`src/design/bt3_pkg.sv`:
```
// ----------------------------------------------------------------------------
// bt3_pkg
// Types and constants shared by the 3x3 local threshold block.
// ----------------------------------------------------------------------------
package bt3_pkg;

    localparam int PIX_W    = 8;
    localparam int FW_W     = 12;
    localparam int FH_W     = 12;
    localparam int FLOOR_W  = 8;
    localparam int APB_AW   = 4;
    localparam int APB_DW   = 32;

    typedef logic [PIX_W-1:0] t_pix;
    typedef logic [1:0]       t_reg_idx;

    // register map, index = paddr[3:2]
    localparam t_reg_idx REG_FRAME_WIDTH    = 2'd0;
    localparam t_reg_idx REG_FRAME_HEIGHT   = 2'd1;
    localparam t_reg_idx REG_CONTRAST_FLOOR = 2'd2;

    localparam logic [FW_W-1:0]    RST_FRAME_WIDTH    = 12'd640;
    localparam logic [FH_W-1:0]    RST_FRAME_HEIGHT   = 12'd480;
    localparam logic [FLOOR_W-1:0] RST_CONTRAST_FLOOR = 8'd1;

    localparam t_pix PIX_ON  = 8'd255;
    localparam t_pix PIX_OFF = 8'd0;

    // result queue
    localparam int RES_FIFO_DEPTH = 16;
    localparam int RES_FIFO_AW    = 4;
    localparam int RES_FIFO_CW    = 5;

    typedef struct packed {
        t_pix pixel_out;
        logic row_end;
        logic frame_end;
    } t_res_word;

    // window, indexed [column oldest..newest][row top,mid,bot]
    typedef t_pix [2:0][2:0] t_win;

    // per-item result control, carried down the pipeline
    typedef struct packed {
        logic res_a;     // centre in middle column
        logic res_b;     // centre in newest column (row end)
        logic left_a;
        logic left_b;
        logic top_ok;
        logic bot_ok;
        logic frame_end;
    } t_res_ctl;

endpackage

```
`src/design/bt3_res_if.sv`:
```
// ----------------------------------------------------------------------------
// bt3_res_if
// Result channel: valid/ready with binarised pixel and row/frame markers.
// ----------------------------------------------------------------------------
interface bt3_res_if;
    import bt3_pkg::*;

    logic valid;
    logic ready;
    t_pix pixel_out;
    logic row_end;
    logic frame_end;

    modport source (output valid, output pixel_out, output row_end, output frame_end,
                    input ready);
    modport sink   (input valid, input pixel_out, input row_end, input frame_end,
                    output ready);

endinterface

```
`src/design/bt3_res_fifo.sv`:
```
// ----------------------------------------------------------------------------
// bt3_res_fifo
// Result queue taking up to two words a cycle and giving one.
// ----------------------------------------------------------------------------
module bt3_res_fifo (
    input  logic                         i_clk,
    input  logic                         i_rst_n,
    input  logic                         i_wr0,
    input  bt3_pkg::t_res_word           i_word0,
    input  logic                         i_wr1,
    input  bt3_pkg::t_res_word           i_word1,
    bt3_res_if.source                    o_res,
    output logic [bt3_pkg::RES_FIFO_CW-1:0] o_count
);
    import bt3_pkg::*;

    t_res_word                r_mem [RES_FIFO_DEPTH];
    logic [RES_FIFO_AW-1:0]   r_rd_ptr;
    logic [RES_FIFO_AW-1:0]   r_wr_ptr;
    logic [RES_FIFO_CW-1:0]   r_count;
    logic                     pop;
    logic [RES_FIFO_AW-1:0]   wr_ptr_p1;
    logic [RES_FIFO_CW-1:0]   n_pushed;
    t_res_word                head;

    assign head      = r_mem[r_rd_ptr];
    assign pop       = o_res.valid && o_res.ready;
    assign wr_ptr_p1 = r_wr_ptr + RES_FIFO_AW'(1);
    assign n_pushed  = RES_FIFO_CW'(i_wr0) + RES_FIFO_CW'(i_wr1);

    always_ff @(posedge i_clk) begin
        if (i_wr0) begin
            r_mem[r_wr_ptr] <= i_word0;
        end
        if (i_wr1) begin
            r_mem[wr_ptr_p1] <= i_word1;
        end
    end

    always_ff @(posedge i_clk) begin
        if (!i_rst_n) begin
            r_rd_ptr <= '0;
            r_wr_ptr <= '0;
            r_count  <= '0;
        end else begin
            r_wr_ptr <= r_wr_ptr + RES_FIFO_AW'(n_pushed);
            if (pop) begin
                r_rd_ptr <= r_rd_ptr + RES_FIFO_AW'(1);
            end
            r_count <= r_count + n_pushed - RES_FIFO_CW'(pop);
        end
    end

    assign o_res.valid     = (r_count != '0);
    assign o_res.pixel_out = head.pixel_out;
    assign o_res.row_end   = head.row_end;
    assign o_res.frame_end = head.frame_end;
    assign o_count         = r_count;

endmodule

```
`src/flat_wrapper.sv`:
```
// flat-port wrapper written by rule: the top's interface ports become plain ports
module bt3_res_fifo_flat import bt3_pkg::*;
  (i_clk, i_rst_n, i_wr0, i_word0, i_wr1, i_word1, o_count, o_res_valid, o_res_pixel_out, o_res_row_end, o_res_frame_end, o_res_ready);
  bt3_res_if o_res_i ();
  input  logic i_clk;
  input  logic i_rst_n;
  input  logic i_wr0;
  input  bt3_pkg::t_res_word i_word0;
  input  logic i_wr1;
  input  bt3_pkg::t_res_word i_word1;
  output logic [bt3_pkg::RES_FIFO_CW-1:0] o_count;
  output wire logic [$bits(o_res_i.valid)-1:0] o_res_valid;
  output wire logic [$bits(o_res_i.pixel_out)-1:0] o_res_pixel_out;
  output wire logic [$bits(o_res_i.row_end)-1:0] o_res_row_end;
  output wire logic [$bits(o_res_i.frame_end)-1:0] o_res_frame_end;
  input wire logic [$bits(o_res_i.ready)-1:0] o_res_ready;
  assign o_res_valid = o_res_i.valid;
  assign o_res_pixel_out = o_res_i.pixel_out;
  assign o_res_row_end = o_res_i.row_end;
  assign o_res_frame_end = o_res_i.frame_end;
  assign o_res_i.ready = o_res_ready;
  bt3_res_fifo u_core (.i_clk(i_clk), .i_rst_n(i_rst_n), .i_wr0(i_wr0), .i_word0(i_word0), .i_wr1(i_wr1), .i_word1(i_word1), .o_res(o_res_i), .o_count(o_count));
endmodule
```
`config.mk`:
```
export PLATFORM = sky130hd
export DESIGN_NAME = bt3_res_fifo_flat
export DESIGN_NICKNAME = d
export VERILOG_FILES = /design/src/design/bt3_pkg.sv /design/src/design/bt3_res_if.sv /design/src/design/bt3_res_fifo.sv /design/src/flat_wrapper.sv
export SDC_FILE = /design/constraint.sdc
export NUM_CORES = 1
export LEC_CHECK = 0
export BUFFER_PORTS_ARGS = -buffer_cell sky130_fd_sc_hd__buf_4
export CAP_MARGIN = 20
export CORE_ASPECT_RATIO = 2
export CORE_MARGIN = 2
export CORE_UTILIZATION = 50
export CTS_CLUSTER_DIAMETER = 30
export CTS_CLUSTER_SIZE = 24
export DETAILED_ROUTE_END_ITERATION = 10
export GPL_TIMING_DRIVEN = 0
export HOLD_SLACK_MARGIN = 0.08
export PLACE_DENSITY = 0.67
export SLEW_MARGIN = 10
export SYNTH_ARGS = -nofsm -noshare
export SYNTH_HDL_FRONTEND = slang
export SYNTH_SLANG_ARGS = --single-unit
```
`constraint.sdc`:
```
create_clock -name i_clk -period 3.6 [get_ports i_clk]
set_input_delay 0.36 -clock i_clk [delete_from_list [all_inputs] [get_ports i_clk]]
set_output_delay 0.36 -clock i_clk [all_outputs]
set_load 0.02 [all_outputs]
```
==> run_results.csv, run 1 <==
group,metric,value,unit
die,core,17700,µm²
synthesis,postSynthCellCount,570,
routing,antenna_left,0,
critical_path,worst-setup-path-type,"reg2reg",
power_and_ir_drop,p_leak,3.47,nW
routing,via_per_inst,6.26,
clock_network,cts_max_path_buffers,2,
clock_network,numCtsBuffers,17,
synthesis,synth-edff-count,160,
placed_design,dp_hpwl,17200,µm
power_and_ir_drop,finalPower,5.85,mW
clock_network,clkTransAtPathRegs,70,ps
timing,hold_viol,0,
layout,areaGrowthSynthToFinish,14.0,%
synthesis,yosysWarnings,0,
routing,drc,0,
die,die-area,19200,µm²
layout,finalNetCount,678,
critical_path,slowest_stage,"or4b_1",
critical_path,cp-start-kind,"register",
placed_design,placed_cell_area,9680,µm²
routing,routed-wl-met2,13300,µm
critical_path,crit_path_end_kind,"register",
global_routing,grt_pass1_vias,5916,
routing,via_count,5418,
timing,timing.final.crit_share,88.9,%
clock_network,clkSinkCount,177,
synthesis,netlist_area,9020,µm²
synthesis,async_reset_ff_share,0,%
routing,firstDrtPassIters,5,
die,io_pins,41,
power_and_ir_drop,p_clk_share,31.5,%
die,die_w,99.0,µm
power_and_ir_drop,p_seq_share,41.8,%
power_and_ir_drop,ir_drop,0.386,mV
clock_network,post_cts_resized,0,
global_routing,grt_pass1_wl,35200,µm
critical_path,crit_chain,"inv_1, ha_1, or4b_1, clkbuf_2, nand2_1, inv_1, ha_1, inv_1, ha_1, fa_1, a21oi_1, nor2_1, or3_1, and3_1",
layout,drive_gt1_share,47.8,%
synthesis,yosys.area.top_type,"edfxtp_1",
power_and_ir_drop,p_sw_share,30.3,%
timing,maxSlewViolCount,0,
routing,top_layer,"met4",
synthesis,synthTopCellsByCount,"160 x edfxtp_1, 160 x mux2_2, 40 x mux4_2",
timing,grt_setup_unrepaired,"no",
power_and_ir_drop,p_switching,1.77,mW
global_routing,grt_overflow,0,
synthesis,ys_types,37,
synthesis,syn_nets,608,
critical_path,crit_path_max_incr_delay,430,ps
routing,finalWirelength,23700,µm
critical_path,crit_fanout,5,
critical_path,arrival,3530,ps
synthesis,synth.avg_cell_area,15.8,µm²
hold_path,hold_path_class,"in2reg",
global_routing,antenna_found_initial,0,
layout,fill_cells,1417,
synthesis,ys_seq_area_share,57.1,%
power_and_ir_drop,p_per_area,569,nW/µm²
timing,max_freq,313,MHz
clock_network,post_cts_buffers,0,
layout,final_cells,866,
timing,worst_pin_slew,1180,ps
timing,slew_headroom,20.8,%
layout,design_area,10300,µm²
routing,wl_met1,8360,µm
power_and_ir_drop,combinationalPowerShare,26.7,%
routing,wl_met3,904,µm
routing,wl_per_cell,27.3,µm
layout,final_util,58.1,%
synthesis,ys_ff_latch,177,
routing,first_iter_violations,364,
clock_network,clk_latency,440,ps
die,die_h,194,µm
power_and_ir_drop,p_int,4.08,mW
timing,clock_skew,5.76,ps
synthesis,synth_area_leaders,"edfxtp_1 53%, mux2_2 20%, mux4_2 10%, dfxtp_1 3.8%, a22oi_1 1.7%",
job,drv_cap,0,
synthesis,synth_flop_cell,"edfxtp_1",
synthesis,synth_top_area_share,53.3,%
timing,finalSetupViolCount,0,
die,initial_core_util,51.0,%
clock_network,cts_tree,"built",
clock_network,htree_levels,4,
placed_design,gp_congestion,0.873,
global_routing,groute.usage.overall,25.6,%
die,rows,69,
global_routing,grt_max_degree,19,
timing,min_period,3200,ps
placed_design,portBuffers,40,
placed_design,placedCellCount,832,
clock_network,cts_root_buffer,"clkbuf_16",
status,outcome,"finished, final reports clean",
clock_network,hold_buffers,0,
layout,n_antenna_cell,0,
timing,tns,0,ps
critical_path,crit_required,3930,ps
-- metrics by stage --
step | setup slack, ps | hold WS, ps
after floorplan | 541 | 475
after global placement | 456 | 513
after detailed placement | 400 | 548
after CTS | 382 | 188
after global routing | 243 | 208
final | 401 | 189
-- power by group through the flow --
stage	clock network, mW	registers, mW	logic (mW)
4_1_cts	1.86	2.45	1.57
6_report	1.84	2.45	1.56
3_3_place_gp	0	2.49	1.50
2_1_floorplan	0	2.50	1.04
5_1_grt	1.94	2.46	1.68
3_5_place_dp	0	2.49	1.57
-- cells by family after synthesis --
family / after synthesis / share of synthesized area (%)
AO/OA/AOI/OAI: 31 / 2.44
XOR/XNOR: 8 / 0.777
adder cells (fa/ha/maj): 13 / 1.97
buffers and inverters: 54 / 2.57
flip-flops: 177 / 57.1
multiplexers: 200 / 30.0
AND/OR/NAND/NOR: 87 / 5.22
-- flip-flops by register name, indices dropped and copies added, names as in the netlist, named ones only --
register	flops
u_core.r_rd_ptr	4
u_core.o_count	5
u_core.r_mem	160
u_core.r_wr_ptr	4
-- placed cells by master, fill, tap and decap left out, types with 2 or more instances in the layout --
cell	instances
a21o_1	3
a21oi_1	4
a22oi_1	20
and2_1	12
and3_1	2
buf_1	2
buf_2	4
buf_4	57
clkbuf_1	29
clkbuf_16	18
clkinv_2	2
clkinv_8	2
dfxtp_1	17
edfxtp_1	160
fa_1	2
ha_1	11
inv_1	12
inv_6	6
inv_8	3
mux2_2	160
mux4_2	40
nand2_1	22
nand2_2	2
nand2b_1	5
nand3_1	4
nor2_1	15
nor2_2	7
nor2b_1	7
nor3_2	3
nor3_4	2
xnor2_1	6
xor2_1	2
-- layer usage --
layer	GRT usage, %	vias up
met4	13.7	0
met1	28.1	2776
li1	-	2353
met5	0	-
met3	4.07	74
met2	46.2	215
-- cell type report --
class / count / area (µm²) / share of cell area, %
plain buffers: 42 / 186 / 1.81
clock buffers: 18 / 450 / 4.38
clock inverters: 14 / 138 / 1.34
inverters: 12 / 45.0 / 0.438
multi-input cells: 339 / 3660 / 35.7
flip-flops and latches: 177 / 5140 / 50.1
well taps: 213 / 267 / 2.59
repair buffers: 51 / 383 / 3.72
-- worst max-delay path: cells and delay by family (launching register included) --
family,cells,cell delay [ps]
and+or+nand+nor,5,1150
adders and majority gates,4,1050
buffers and inverters,4,390
DFF,1,340
AOI/OAI and AO/OA,1,160
-- final timing paths --
path,end,start,cells after the start,slack [ps]
max reg2reg,u_core.o_count[4],u_core.o_count[3],14,400
max,u_core.o_count[4],u_core.o_count[3],14,400
min reg2reg,register,u_core.r_rd_ptr[1],2,540
min,u_core.r_wr_ptr[1],i_rst_n,2,190
(Power assumes the default switching activity.)
==> run 2, diff against run 1 <==
--- a/config.mk
+++ b/config.mk
@@ -5,6 +5,7 @@
 export SDC_FILE = /design/constraint.sdc
 export NUM_CORES = 1
 export LEC_CHECK = 0
+export ABC_AREA = 1
 export BUFFER_PORTS_ARGS = -buffer_cell sky130_fd_sc_hd__buf_4
 export CAP_MARGIN = 20
 export CORE_ASPECT_RATIO = 2
==> run_results.csv, run 2 <==
group,metric,value,unit
synthesis,yosysWarnings,0,
timing,slew_headroom,41.5,%
routing,firstDrtPassIters,6,
placed_design,dp_hpwl,22900,µm
timing,timing.final.crit_share,77.2,%
critical_path,worst_r2r_startpoint,"u_core.o_count[2]",
critical_path,worst-setup-path-type,"reg2out",
layout,layout_common_cells,"429 x nand2_1, 160 x inv_1, 160 x edfxtp_1",
timing,finalSetupViolCount,0,
routing,via_count,8373,
layout,areaGrowthSynthToFinish,12.1,%
global_routing,grt_max_degree,17,
die,rows,71,
critical_path,crit_required,3240,ps
power_and_ir_drop,p_leak,4.98,nW
timing,hold_viol,0,
power_and_ir_drop,p_seq_share,39.3,%
job,drv_cap,0,
layout,drive_gt1_share,7.28,%
synthesis,synth_top_family_by_area,"simple AND/OR/NAND/NOR gates",
synthesis,synthTopCellsByCount,"429 x nand2_1, 160 x edfxtp_1, 160 x inv_1",
routing,finalWirelength,30700,µm
die,io_pins,41,
timing,tns,0,ps
clock_network,post_cts_buffers,0,
layout,n_antenna_cell,0,
power_and_ir_drop,p_per_area,579,nW/µm²
clock_network,clkSinkCount,177,
hold_path,worstHoldStart,"o_res_ready",
die,core,18800,µm²
hold_path,hold_path_depth,4,
global_routing,grt_pass1_vias,8357,
clock_network,htree_levels,4,
timing,clock_skew,6.13,ps
power_and_ir_drop,p_int,4.16,mW
synthesis,synth_area_leaders,"edfxtp_1 50%, nand2_1 17%, nand3_1 7.1%, inv_1 6.2%, o21ai_0 6.1%",
synthesis,yosys.area.top_type,"edfxtp_1",
routing,via_per_inst,5.46,
timing,grt_setup_unrepaired,"no",
power_and_ir_drop,p_switching,2.09,mW
routing,wl_per_cell,20.0,µm
synthesis,ys_seq_area_share,53.4,%
critical_path,crit_path_end_kind,"output port",
clock_network,post_cts_resized,0,
synthesis,yosys.area_share.simple,25.2,%
synthesis,synth-edff-count,160,
hold_path,hold_path_class,"in2reg",
routing,first_iter_violations,692,
synthesis,syn_nets,1255,
synthesis,synthMuxAreaShare,0,%
global_routing,grt_overflow,0,
synthesis,synth-adder-area-share,1.84,%
critical_path,arrival,2420,ps
global_routing,grt_pass1_wl,46600,µm
layout,design_area,10800,µm²
die,die_h,200,µm
synthesis,postSynthCellCount,1217,
global_routing,antenna_found_initial,0,
clock_network,cts_tree,"built",
critical_path,r2r-end,"u_core.o_count[4]",
layout,largest_register,"u_core.r_mem",
global_routing,groute.usage.overall,31.5,%
die,die-area,20500,µm²
layout,largest_reg_flops,160,
power_and_ir_drop,ir_drop,0.419,mV
power_and_ir_drop,p_sw_share,33.5,%
synthesis,netlist_area,9630,µm²
die,die_w,102,µm
clock_network,numCtsBuffers,17,
timing,min_period,2780,ps
placed_design,portBuffers,29,
synthesis,synth_top_area_share,49.9,%
clock_network,cts_root_buffer,"clkbuf_16",
layout,final_common_cell,"nand2_1",
critical_path,rr_worst_depth,15,
clock_network,clkTransAtPathRegs,60,ps
critical_path,crit_fanout,10,
power_and_ir_drop,combinationalPowerShare,28.5,%
synthesis,async_reset_ff_share,0,%
status,outcome,"finished, final reports clean",
synthesis,yosysMostFrequentCell,"nand2_1",
timing,max_freq,360,MHz
clock_network,cts_max_path_buffers,2,
placed_design,gp_congestion,1.01,
synthesis,ys_ff_latch,177,
clock_network,clk_latency,450,ps
hold_path,hold_end,"u_core.r_rd_ptr[2]",
timing,maxSlewViolCount,0,
synthesis,synth.avg_cell_area,7.92,µm²
routing,antenna_left,0,
layout,finalNetCount,1303,
timing,worst_pin_slew,877,ps
critical_path,rrSetupSlack,1090,ps
routing,drc,0,
clock_network,hold_buffers,0,
synthesis,synth_compound_area_share,8.75,%
critical_path,cp-start-kind,"register",
power_and_ir_drop,p_clk_share,32.2,%
die,initial_core_util,51.1,%
placed_design,placed_cell_area,10200,µm²
synthesis,ys_types,23,
synthesis,synth_flop_cell,"edfxtp_1",
synthesis,synthXorXnorAreaFrac,0.273,%
run 2: how the worst max path moves through the flow:
stage / from / end / cells after the start
2_1_floorplan: u_core.o_count[2] / u_core.o_count[4] / 15
3_3_place_gp: u_core.o_count[2] / u_core.o_count[4] / 15
3_5_place_dp: u_core.o_count[2] / u_core.o_count[4] / 15
4_1_cts: register / o_res_pixel_out[1] / 7
5_1_grt: register / o_res_pixel_out[7] / 9
6_report: register / o_res_pixel_out[1] / 7
run 2: logic make-up after synthesis:
family,after synthesis
buffers and inverters,260
AND/OR/NAND/NOR,596
XOR/XNOR,3
adder cells (fa/ha/maj),13
flip-flops,177
AO/OA/AOI/OAI,168
run 2: per-layer routing:
metal	vias to the layer above	track usage, %	part of all wire [%]
met5	-	0	0
met4	0	22.9	8.1
met3	111	4.68	5.7
met2	396	55.0	53
met1	3877	33.1	33
li1	3989	-	-
run 2: cell type report:
| cell class | instances | area [µm²] |
|---|---|---|
| Fill cell | 1871 | 8040 |
| Clock inverter | 13 | 191 |
| Timing Repair Buffer | 29 | 218 |
| Buffer | 98 | 408 |
| Tap cell | 255 | 319 |
| Inverter | 162 | 608 |
| Sequential cell | 177 | 5140 |
| Clock buffer | 19 | 433 |
| Multi-Input combinational cell | 780 | 3470 |
run 2: power groups by stage:
stage / sequential (mW) / combinational (mW) / clock, mW
global route: 2.47 / 1.97 / 2.07
detailed placement: 2.50 / 1.77 / 0
finish: 2.46 / 1.78 / 2.01
global placement: 2.50 / 1.75 / 0
CTS: 2.46 / 1.78 / 2.01
floorplan: 2.52 / 1.09 / 0
run 2: worst max-delay path, stage by stage (launching register included):
cell      delay, ps
dfxtp_1         310
clkbuf_1        300
clkbuf_1        510
nand3_1         330
nand3_1         170
nand3_1         120
nand2_1          90
buf_4           140
run 2: per-stage QoR:
stage / instances / power, mW / util (%) / worst slack (ps) / hold slack [ps]
6_report: 1533 / 6.25 / 57.3 / 822 / 265
5_1_grt: 1533 / 6.52 / 57.3 / 709 / 296
4_1_cts: 1533 / 6.25 / 57.3 / 880 / 257
3_5_place_dp: 1501 / 4.27 / 54.0 / 1030 / 507
3_3_place_gp: 1501 / 4.25 / 54.0 / 1060 / 495
2_1_floorplan: 1217 / 3.61 / - / 1240 / 470
